`src/hdl/esp3_pkg.sv`:
```
// Shared types, codes and the CRC8 update for the ESP3 packet receiver.
// Used by the controller, the datapath, the top level and the checker.
package esp3_pkg;

	localparam logic [7:0]  SYNC_BYTE   = 8'h55;
	localparam logic [7:0]  CRC_POLY    = 8'h07;
	localparam logic [15:0] MAX_LEN_RST = 16'hFFFF;
	localparam int          HDR_BYTES   = 6;
	localparam int          FILL_W      = 3;

	// Byte roles.
	localparam logic [2:0] ROLE_DISCARD  = 3'd0;
	localparam logic [2:0] ROLE_SYNC     = 3'd1;
	localparam logic [2:0] ROLE_HDR      = 3'd2;
	localparam logic [2:0] ROLE_HDR_CRC  = 3'd3;
	localparam logic [2:0] ROLE_DATA     = 3'd4;
	localparam logic [2:0] ROLE_OPT      = 3'd5;
	localparam logic [2:0] ROLE_DATA_CRC = 3'd6;

	// Status codes.
	localparam logic [2:0] STAT_BUSY     = 3'd0;
	localparam logic [2:0] STAT_NO_SYNC  = 3'd1;
	localparam logic [2:0] STAT_OK       = 3'd2;
	localparam logic [2:0] STAT_HDR_ERR  = 3'd3;
	localparam logic [2:0] STAT_ZERO_LEN = 3'd4;
	localparam logic [2:0] STAT_DATA_ERR = 3'd5;
	localparam logic [2:0] STAT_TOO_LONG = 3'd6;

	// Protocol position within a packet.
	typedef enum logic [3:0] {
		ST_HUNT     = 4'd0,
		ST_LEN_HI   = 4'd1,
		ST_LEN_LO   = 4'd2,
		ST_OPT_LEN  = 4'd3,
		ST_TYPE     = 4'd4,
		ST_HDR_CRC  = 4'd5,
		ST_DATA     = 4'd6,
		ST_OPT      = 4'd7,
		ST_DATA_CRC = 4'd8
	} step_t;

	// Controller states.
	typedef enum logic {
		CTL_IDLE   = 1'b0,
		CTL_REPLAY = 1'b1
	} ctl_state_t;

	// Commands from controller to datapath.
	typedef struct packed {
		logic exec_in;   // process the held input byte
		logic replay;    // push one stored header byte through the parser
		logic finish;    // publish the result of a header CRC error item
	} dp_cmd_t;

	// Status from datapath to controller.
	typedef struct packed {
		logic item_ready;   // a byte is held and the output register is free
		logic hdr_err;      // the held byte fails the header CRC check
		logic replay_more;  // stored header bytes remain to be replayed
	} dp_stat_t;

	function automatic logic [7:0] crc8_upd(input logic [7:0] crc, input logic [7:0] b);
		logic [7:0] v;
		v = crc ^ b;
		for (int k = 0; k < 8; k++) begin
			if (v[7]) begin
				v = {v[6:0], 1'b0} ^ CRC_POLY;
			end else begin
				v = {v[6:0], 1'b0};
			end
		end
		return v;
	endfunction

endpackage

```
`src/hdl/esp3_ctrl.sv`:
```
// Sequencing controller of the ESP3 packet receiver.
// Depends on esp3_pkg for the state type and the command and status structs.
module esp3_ctrl (
	input  logic                clk,
	input  logic                arst_n,
	input  esp3_pkg::dp_stat_t  stat,
	output esp3_pkg::dp_cmd_t   cmd
);

	esp3_pkg::ctl_state_t state_q, state_n;

	always_ff @(posedge clk or negedge arst_n) begin
		if (!arst_n) begin
			state_q <= esp3_pkg::CTL_IDLE;
		end else begin
			state_q <= state_n;
		end
	end

	always_comb begin
		state_n = state_q;
		unique case (state_q)
			esp3_pkg::CTL_IDLE: begin
				if (stat.item_ready && stat.hdr_err) begin
					state_n = esp3_pkg::CTL_REPLAY;
				end
			end
			esp3_pkg::CTL_REPLAY: begin
				if (!stat.replay_more) begin
					state_n = esp3_pkg::CTL_IDLE;
				end
			end
			default: state_n = esp3_pkg::CTL_IDLE;
		endcase
	end

	always_comb begin
		cmd = '0;
		unique case (state_q)
			esp3_pkg::CTL_IDLE: begin
				cmd.exec_in = stat.item_ready;
			end
			esp3_pkg::CTL_REPLAY: begin
				cmd.replay = stat.replay_more;
				cmd.finish = !stat.replay_more;
			end
			default: cmd = '0;
		endcase
	end

endmodule

```
`src/hdl/esp3_dp.sv`:
```
// Datapath of the ESP3 packet receiver: parser registers, CRCs, header store,
// input holding register and output register. Depends on esp3_pkg.
module esp3_dp (
	input  logic                clk,
	input  logic                arst_n,
	input  esp3_pkg::dp_cmd_t   cmd,
	output esp3_pkg::dp_stat_t  stat,
	input  logic                in_valid,
	output logic                in_stall,
	input  logic [7:0]          rx_byte,
	input  logic                cfg_valid,
	input  logic [15:0]         cfg_data,
	output logic                out_valid,
	input  logic                out_stall,
	output logic [7:0]          out_byte,
	output logic [2:0]          byte_role,
	output logic [2:0]          status,
	output logic                frame_end,
	output logic [7:0]          packet_type,
	output logic [15:0]         data_length,
	output logic [7:0]          optional_length
);

	localparam int FW = esp3_pkg::FILL_W;

	// Parser state.
	esp3_pkg::step_t step_q, n_step;
	logic [7:0]      hcrc_q, n_hcrc;
	logic [7:0]      dcrc_q, n_dcrc;
	logic [15:0]     dlen_q, n_dlen;
	logic [7:0]      olen_q, n_olen;
	logic [7:0]      type_q, n_type;
	logic [15:0]     fcnt_q, n_fcnt;
	logic [16:0]     pcnt_q, n_pcnt;
	logic [FW-1:0]   fill_q, n_fill;
	logic [7:0]      store_q [esp3_pkg::HDR_BYTES];
	logic [15:0]     max_len_q;

	// Item handling.
	logic [7:0]      byte_q;
	logic            hold_q;
	logic [FW-1:0]   rp_idx_q, rp_end_q;
	logic [2:0]      res_role_q, res_status_q;
	logic            res_end_q;

	// Output register.
	logic            out_valid_q;
	logic [7:0]      out_byte_q;
	logic [2:0]      out_role_q, out_status_q;
	logic            out_end_q;
	logic [7:0]      out_type_q;
	logic [15:0]     out_dlen_q;
	logic [7:0]      out_olen_q;

	// Parser step outputs.
	logic [7:0]      c;
	logic [2:0]      n_role, n_status;
	logic            n_end;
	logic            wr_en;
	logic [FW-1:0]   wr_idx;
	logic [15:0]     fc1;
	logic [15:0]     len_lo;
	logic [16:0]     pc1;
	logic            upd, out_free, load_direct;

	assign out_free    = !out_valid_q || !out_stall;
	assign upd         = cmd.exec_in || cmd.replay;
	assign load_direct = cmd.exec_in && !stat.hdr_err;

	assign stat.item_ready  = hold_q && out_free;
	assign stat.hdr_err     = (step_q == esp3_pkg::ST_HDR_CRC) && (byte_q != hcrc_q);
	assign stat.replay_more = rp_idx_q < rp_end_q;

	assign c = cmd.replay ? store_q[rp_idx_q] : byte_q;

	// One parser step on byte c.
	always_comb begin
		n_step   = step_q;
		n_hcrc   = hcrc_q;
		n_dcrc   = dcrc_q;
		n_dlen   = dlen_q;
		n_olen   = olen_q;
		n_type   = type_q;
		n_fcnt   = fcnt_q;
		n_pcnt   = pcnt_q;
		n_fill   = fill_q;
		n_role   = esp3_pkg::ROLE_DISCARD;
		n_status = esp3_pkg::STAT_BUSY;
		n_end    = 1'b0;
		wr_en    = 1'b0;
		wr_idx   = fill_q;
		fc1      = fcnt_q + 16'd1;
		pc1      = pcnt_q + 17'd1;
		len_lo   = {dlen_q[7:0], c};

		// Header bytes after the sync byte are kept for a possible resync.
		if ((step_q >= esp3_pkg::ST_LEN_HI) && (step_q <= esp3_pkg::ST_HDR_CRC) &&
				(fill_q < FW'(esp3_pkg::HDR_BYTES))) begin
			wr_en  = 1'b1;
			n_fill = fill_q + FW'(1);
		end

		unique case (step_q)
			esp3_pkg::ST_LEN_HI: begin
				n_dlen = {8'd0, c};
				n_hcrc = esp3_pkg::crc8_upd(hcrc_q, c);
				n_pcnt = pc1;
				n_step = esp3_pkg::ST_LEN_LO;
				n_role = esp3_pkg::ROLE_HDR;
			end
			esp3_pkg::ST_LEN_LO: begin
				n_dlen = len_lo;
				n_hcrc = esp3_pkg::crc8_upd(hcrc_q, c);
				n_role = esp3_pkg::ROLE_HDR;
				if (len_lo == 16'd0) begin
					n_status = esp3_pkg::STAT_ZERO_LEN;
					n_end    = 1'b1;
					n_step   = esp3_pkg::ST_HUNT;
					n_fill   = '0;
				end else begin
					n_pcnt = pc1;
					n_step = esp3_pkg::ST_OPT_LEN;
				end
			end
			esp3_pkg::ST_OPT_LEN: begin
				n_olen = c;
				n_hcrc = esp3_pkg::crc8_upd(hcrc_q, c);
				n_pcnt = pc1;
				n_step = esp3_pkg::ST_TYPE;
				n_role = esp3_pkg::ROLE_HDR;
			end
			esp3_pkg::ST_TYPE: begin
				n_type = c;
				n_hcrc = esp3_pkg::crc8_upd(hcrc_q, c);
				n_pcnt = pc1;
				n_step = esp3_pkg::ST_HDR_CRC;
				n_role = esp3_pkg::ROLE_HDR;
			end
			esp3_pkg::ST_HDR_CRC: begin
				n_role = esp3_pkg::ROLE_HDR_CRC;
				if (c != hcrc_q) begin
					n_status = esp3_pkg::STAT_HDR_ERR;
					n_end    = 1'b1;
					n_step   = esp3_pkg::ST_HUNT;
				end else begin
					n_dcrc = 8'd0;
					n_pcnt = pc1;
					n_fcnt = 16'd0;
					n_step = esp3_pkg::ST_DATA;
				end
			end
			esp3_pkg::ST_DATA: begin
				n_role = esp3_pkg::ROLE_DATA;
				n_dcrc = esp3_pkg::crc8_upd(dcrc_q, c);
				n_pcnt = pc1;
				if (fc1 >= dlen_q) begin
					n_step = (olen_q != 8'd0) ? esp3_pkg::ST_OPT : esp3_pkg::ST_DATA_CRC;
					n_fcnt = 16'd0;
				end else begin
					n_fcnt = fc1;
				end
			end
			esp3_pkg::ST_OPT: begin
				n_role = esp3_pkg::ROLE_OPT;
				n_dcrc = esp3_pkg::crc8_upd(dcrc_q, c);
				n_pcnt = pc1;
				n_fcnt = fc1;
				if (fc1 >= {8'd0, olen_q}) begin
					n_step = esp3_pkg::ST_DATA_CRC;
				end
			end
			esp3_pkg::ST_DATA_CRC: begin
				n_role = esp3_pkg::ROLE_DATA_CRC;
				n_end  = 1'b1;
				n_step = esp3_pkg::ST_HUNT;
				n_fill = '0;
				if (c != dcrc_q) begin
					n_status = esp3_pkg::STAT_DATA_ERR;
				end else begin
					n_pcnt   = pc1;
					n_status = (pc1 > {1'b0, max_len_q}) ? esp3_pkg::STAT_TOO_LONG
					                                     : esp3_pkg::STAT_OK;
				end
			end
			default: begin
				// Hunting for the sync byte.
				if (c == esp3_pkg::SYNC_BYTE) begin
					n_hcrc = 8'd0;
					n_dcrc = 8'd0;
					n_dlen = 16'd0;
					n_olen = 8'd0;
					wr_en  = 1'b1;
					wr_idx = '0;
					n_fill = FW'(1);
					n_pcnt = 17'd1;
					n_step = esp3_pkg::ST_LEN_HI;
					n_role = esp3_pkg::ROLE_SYNC;
				end else begin
					n_fill   = '0;
					n_status = esp3_pkg::STAT_NO_SYNC;
				end
			end
		endcase
	end

	// Parser registers. A header CRC error rewinds to hunting and arms the replay.
	always_ff @(posedge clk or negedge arst_n) begin
		if (!arst_n) begin
			step_q   <= esp3_pkg::ST_HUNT;
			hcrc_q   <= '0;
			dcrc_q   <= '0;
			dlen_q   <= '0;
			olen_q   <= '0;
			type_q   <= '0;
			fcnt_q   <= '0;
			pcnt_q   <= '0;
			fill_q   <= '0;
			rp_idx_q <= '0;
			rp_end_q <= '0;
		end else if (upd) begin
			hcrc_q <= n_hcrc;
			dcrc_q <= n_dcrc;
			dlen_q <= n_dlen;
			olen_q <= n_olen;
			type_q <= n_type;
			fcnt_q <= n_fcnt;
			pcnt_q <= n_pcnt;
			if (cmd.exec_in && stat.hdr_err) begin
				step_q   <= esp3_pkg::ST_HUNT;
				fill_q   <= '0;
				rp_idx_q <= FW'(1);
				rp_end_q <= n_fill;
			end else begin
				step_q <= n_step;
				fill_q <= n_fill;
				if (cmd.replay) begin
					rp_idx_q <= rp_idx_q + FW'(1);
				end
			end
		end
	end

	// Header store. Replay writes always land below the entry being read.
	always_ff @(posedge clk) begin
		if (upd && wr_en) begin
			store_q[wr_idx] <= c;
		end
	end

	always_ff @(posedge clk or negedge arst_n) begin
		if (!arst_n) begin
			max_len_q <= esp3_pkg::MAX_LEN_RST;
		end else if (cfg_valid) begin
			max_len_q <= cfg_data;
		end
	end

	// Input holding register.
	assign in_stall = hold_q;

	always_ff @(posedge clk or negedge arst_n) begin
		if (!arst_n) begin
			hold_q <= 1'b0;
		end else if (in_valid && !hold_q) begin
			hold_q <= 1'b1;
		end else if (load_direct || cmd.finish) begin
			hold_q <= 1'b0;
		end
	end

	always_ff @(posedge clk) begin
		if (in_valid && !hold_q) begin
			byte_q <= rx_byte;
		end
		if (cmd.exec_in) begin
			res_role_q   <= n_role;
			res_status_q <= n_status;
			res_end_q    <= n_end;
		end
	end

	// Output register.
	always_ff @(posedge clk or negedge arst_n) begin
		if (!arst_n) begin
			out_valid_q <= 1'b0;
		end else if (load_direct || cmd.finish) begin
			out_valid_q <= 1'b1;
		end else if (!out_stall) begin
			out_valid_q <= 1'b0;
		end
	end

	always_ff @(posedge clk) begin
		if (load_direct) begin
			out_byte_q   <= byte_q;
			out_role_q   <= n_role;
			out_status_q <= n_status;
			out_end_q    <= n_end;
			out_type_q   <= n_type;
			out_dlen_q   <= n_dlen;
			out_olen_q   <= n_olen;
		end else if (cmd.finish) begin
			out_byte_q   <= byte_q;
			out_role_q   <= res_role_q;
			out_status_q <= res_status_q;
			out_end_q    <= res_end_q;
			out_type_q   <= type_q;
			out_dlen_q   <= dlen_q;
			out_olen_q   <= olen_q;
		end
	end

	assign out_valid       = out_valid_q;
	assign out_byte        = out_byte_q;
	assign byte_role       = out_role_q;
	assign status          = out_status_q;
	assign frame_end       = out_end_q;
	assign packet_type     = out_type_q;
	assign data_length     = out_dlen_q;
	assign optional_length = out_olen_q;

endmodule

```
`src/hdl/esp3_packet_receiver.sv`:
```
// Top level of the ESP3 serial packet receiver.
// Instantiates esp3_ctrl and esp3_dp; uses types from esp3_pkg.
//
// The input channel (in_valid, in_stall, rx_byte) takes one received serial
// byte per item, and every item yields exactly one result item on the output
// channel (out_valid, out_stall and the payload ports): the byte, its role in
// the packet, a status, a frame end flag, and the packet type and lengths of
// the current header after that byte. The configuration channel (cfg_valid,
// cfg_ready, cfg_data) writes the largest accepted packet length; it is always
// ready and should be written only while the receiver holds no item.
// An accepted byte sits in a one-entry holding register; once the output
// register is free, the parser loads its result there, and the holding register
// frees on that same edge, so the block takes no new byte until the held byte's
// result is loaded. A byte that fails the header CRC starts a replay instead:
// the five stored header bytes after the sync byte are walked back
// through the parser, one per cycle, before the result is published.
// When the receiver stalls, the result stays in the output register and one
// more byte enters the holding register; then the input stalls until the
// output frees. Reset clears the parser to hunting for sync, both CRCs,
// lengths, packet type and counters, and sets the maximum length to 65535.
module esp3_packet_receiver (
	input  logic        clk,
	input  logic        arst_n,
	input  logic        in_valid,
	output logic        in_stall,
	input  logic [7:0]  rx_byte,
	input  logic        cfg_valid,
	output logic        cfg_ready,
	input  logic [15:0] cfg_data,
	output logic        out_valid,
	input  logic        out_stall,
	output logic [7:0]  out_byte,
	output logic [2:0]  byte_role,
	output logic [2:0]  status,
	output logic        frame_end,
	output logic [7:0]  packet_type,
	output logic [15:0] data_length,
	output logic [7:0]  optional_length
);

	esp3_pkg::dp_cmd_t  cmd;
	esp3_pkg::dp_stat_t stat;

	// The port is always open; the block itself does not keep register writes apart from parsing.
	assign cfg_ready = 1'b1;

	esp3_ctrl u_ctrl (
		.clk    (clk),
		.arst_n (arst_n),
		.stat   (stat),
		.cmd    (cmd)
	);

	esp3_dp u_dp (
		.clk             (clk),
		.arst_n          (arst_n),
		.cmd             (cmd),
		.stat            (stat),
		.in_valid        (in_valid),
		.in_stall        (in_stall),
		.rx_byte         (rx_byte),
		.cfg_valid       (cfg_valid),
		.cfg_data        (cfg_data),
		.out_valid       (out_valid),
		.out_stall       (out_stall),
		.out_byte        (out_byte),
		.byte_role       (byte_role),
		.status          (status),
		.frame_end       (frame_end),
		.packet_type     (packet_type),
		.data_length     (data_length),
		.optional_length (optional_length)
	);

endmodule

```
`config.mk`:
```
export PLATFORM = sky130hd
export DESIGN_NAME = esp3_packet_receiver
export DESIGN_NICKNAME = d
export VERILOG_FILES = /design/src/hdl/esp3_pkg.sv /design/src/hdl/esp3_ctrl.sv /design/src/hdl/esp3_dp.sv /design/src/hdl/esp3_packet_receiver.sv
export SDC_FILE = /design/constraint.sdc
export NUM_CORES = 1
export LEC_CHECK = 0
export BUFFER_PORTS_ARGS = -buffer_cell sky130_fd_sc_hd__buf_2
export CAP_MARGIN = 10
export CORE_ASPECT_RATIO = 1.75
export CORE_MARGIN = 5
export CORE_UTILIZATION = 52
export DETAILED_ROUTE_END_ITERATION = 10
export GPL_TIMING_DRIVEN = 0
export PLACE_DENSITY = 0.7
export SLEW_MARGIN = 5
export SYNTH_ARGS = -nofsm -noshare
export SYNTH_HDL_FRONTEND = slang
export SYNTH_SLANG_ARGS = --single-unit
```
`constraint.sdc`:
```
create_clock -name clk -period 8.05 [get_ports clk]
set_input_delay 0.805 -clock clk [delete_from_list [all_inputs] [get_ports clk]]
set_output_delay 0.805 -clock clk [all_outputs]
set_load 0.05 [all_outputs]
```
==> results summary <==
The run finished with clean final reports. The source-to-sink clock delay at the later pin of the worst-skew pair is 0.52 ns. The synthesized netlist occupies a cell area of 11800 µm².

The number of endpoints with negative hold slack in the final report is 0. Of the synthesized area, sequential elements account for 52.3%. The first-pass iteration count of the detailed router is 5. The setup violation total in the final timing report came out at 0. In this run the cell area measured after placement is 12600 µm². In the synthesized netlist, the number of instances is 1053. The overall power of the completed layout came out at 5.20 mW. The TritonCTS clock tree is yes. The all-layer global routing usage came out at 23.0%. For this design the top-level I/O count stands at 79. The share of flip-flops with an asynchronous set or reset is 50.7%.

The root buffer cell is clkbuf_16. For the pin with the worst max-slew slack, the measured transition is 1.12 ns. The normalized max-slew margin is 25.3%. The wire-length estimate of the detail-placed layout is 21600 µm.

The count of standard-cell rows came out at 72. The total of hold buffers inserted after clock tree synthesis is 0. The leakage power figure is 5.93 nW.

Counting along the longest clock path gives a buffer depth of 3. The effective utilization at floorplan came out at 53.0%. The layout filler cell count came out at 1871. The number of nets still failing antenna checks after routing came out at 0.

Leaving out fill and tap cells, the most frequent cell in the layout is nand2_1. The capturing point of the worst reg2reg path is u_dp.fcnt_q[10]. Counting distinct cell types in the post-synthesis netlist gives 72. The most area-hungry cell type in the Yosys netlist is edfxtp_1. The largest net degree at the start of global routing came out at 75. Of all nets on the critical path, the largest fanout is 15. The data required time at the worst endpoint came out at 8.45 ns. Static timing analysis puts the maximum clock frequency at 223 MHz. The global placer's final weighted congestion came out at 0.966. Following the worst setup path forward leads to its endpoint at u_dp.fcnt_q[10].

The total of max-cap violations came out at 0. After layout, the worst path uses 55.7% of the clock period. The cell count of the worst reg-to-reg path came out at 14.

The worst hold slack across all endpoints came out at 0.212 ns. The final-layout setup total negative slack came out at 0 ns. After detailed routing, the number of vias per cell comes to 5.84. The mean cell area of the mapped netlist is 11.2 µm². The via count of the first global-routing pass is 8754.

The pre-CTS setup slack came out at 3.69 ns. The number of synthesized register bits is 223. The post-CTS setup buffer count is 0. Tracing the worst setup path back leads to its startpoint at u_dp.rp_end_q[2]. The number of gates resized after cts is 0. The floorplan core area is 22200 µm². STA classifies the critical path endpoint as a flip-flop. The wire length per cell is 20.0 µm. Ranked by total cell area, the synthesized netlist is headed by edfxtp_1 28%, dfrtp_1 21%, ha_1 5.5%, a22o_1 4.1%, nand2_1 3.6%. During synthesis, Yosys emitted a total of 0 warnings. The number of CTS-inserted buffers came out at 23. The die is 209 µm tall. The initial antenna violation count came out at 0. The class of the worst hold path is in -> async. Setup repair after global routing left no endpoint under its margin. The time the worst path needs with I/O delays and setup came out at 4.48 ns. Compared with the post-synthesis result, the final layout area differs by 13.7%.

The die width came out at 124 µm. The clock net sink count is 223. In this run, synthesis inferred 110 flip-flops with an integrated enable. In the layout the commonest cells are 113 x nand2_1, 110 x edfxtp_1, 97 x dfrtp_1. The number of DRC markers after the initial detailed-route iteration came out at 509. The post-layout instance area came out at 13400 µm².

The aggregate global routing overflow is 0. The number of nets in the layout came out at 1239. The power per cell area is 390 nW/µm². During placement, the flow inserted port buffers numbering 77.

The synthesized net count came out at 1134. The arrival time at the worst endpoint came out at 4.88 ns. The number of inserted diodes came out at 0. The clock-pin slew on the worst setup and hold paths came out at 0.07 ns. The category of the most critical setup path is reg -> reg. The area share of the largest cell type after synthesis is 28.1%.

The worst setup skew after layout came out at 0.0116 ns. The CTS H-tree depth came out at 1. The die covers 25800 µm². The main flop type after synthesis is edfxtp_1. The share of layout cells above drive strength 1 is 18.0%. The reg2reg setup slack is 3.57 ns.

The worst setup path is launched from a flip-flop. The remaining routing DRC violations is 0. The first global-routing pass estimated 46400 µm of wire. The final worst setup slack is 3.57 ns. The worst register-to-register path begins at u_dp.rp_end_q[2].

The worst IR drop on VDD is 0.000285 V. Detailed routing inserted a total of 8591 vias. After detailed routing, the total wire length is 29500 µm. The count of pins over their slew limit came out at 0.
flip-flops by register name, summed over array words and instances, names as in the netlist, 16 cells and up:
register          flops
u_dp.store_q         48
u_dp.pcnt_q          17
u_dp.data_length     16
u_dp.dlen_q          16
u_dp.fcnt_q          16
u_dp.max_len_q       16
cell type report:
class                   instances  area (µm²)  area share (%)
multi-input cells             718        5130            38.4
repair buffers                 80         447            3.34
plain buffers                  42         210            1.57
clock inverters                18         206            1.55
flip-flops and latches        223        6150            46.0
well taps                     296         370            2.77
clock buffers                  24         579            4.34
inverters                      70         263            1.97
cells by family after synthesis:
family          synth area share, %
compound gates                 15.0
xor+xnor                       5.76
fa+ha+maj                      5.54
buf+inv                        4.03
flops                          52.3
mux                            4.78
other cells                  0.0319
simple gates                   12.5
synth_stat cells (8+ instances only):
cell        n
inv_1      66
o21ai_0    61
mux2_2     25
nor2b_1     8
a21o_1     30
a21oi_1    29
mux2i_1    19
xnor2_1    46
a22o_1     55
nand3_1    37
buf_2       9
o31ai_1     8
nor3_1     11
a22oi_1     8
clkbuf_1   25
dfrtp_1    97
edfxtp_1  110
a32o_1      8
nand4_1    16
ha_1       52
nor2_1     48
and3_1     11
xor2_1     26
nand2_1   113
nor4_1     11
dfstp_2    16
where the power goes:
| part | switching [mW] | internal (mW) |
|---|---|---|
| sequential | 0.207 | 1.61 |
| clock | 0.461 | 0.657 |
| combinational | 1.51 | 0.758 |
how the worst min path moves through the flow:
| stage | to | slack (ns) | cells after the start |
|---|---|---|---|
| 2_1_floorplan | u_dp.type_q[0] | 0.45 | 2 |
| 3_3_place_gp | u_dp.rp_end_q[2] | 0.46 | 2 |
| 3_5_place_dp | u_dp.rp_end_q[2] | 0.47 | 2 |
| 4_1_cts | u_dp.dcrc_q[7] | 0.21 | 1 |
| 5_1_grt | u_dp.dcrc_q[7] | 0.24 | 1 |
| 6_report | u_dp.dcrc_q[7] | 0.21 | 1 |
per-layer routing:
metal  part of all wire (%)  GRT usage, %  vias up
li1                       -             -     4067
met1                     37          25.8     4193
met2                     54          41.8      234
met3                    3.8          2.62       97
met4                    5.6          11.8        0
met5                      0             0        -
critical path: stages (launching register included):
cell and delay [ns]:
dfrtp_1 0.35, inv_1 0.05, ha_1 0.30, a21oi_1 0.24, o211ai_1 0.24, clkbuf_1 0.30
o21ai_1 0.56, buf_2 0.51, xnor2_1 0.23, ha_1 0.19, and3_1 0.27, a31oi_1 0.16
nor3_2 0.50, o21ai_0 0.18, a22o_1 0.27
stage by stage:
stage,utilization (%),cells
5_1_grt,60.3,1471
3_5_place_dp,56.7,1429
6_report,60.3,1471
3_3_place_gp,56.4,1426
4_1_cts,60.3,1471
2_1_floorplan,-,1053
Note: power is estimated with default switching activity, not from simulation.
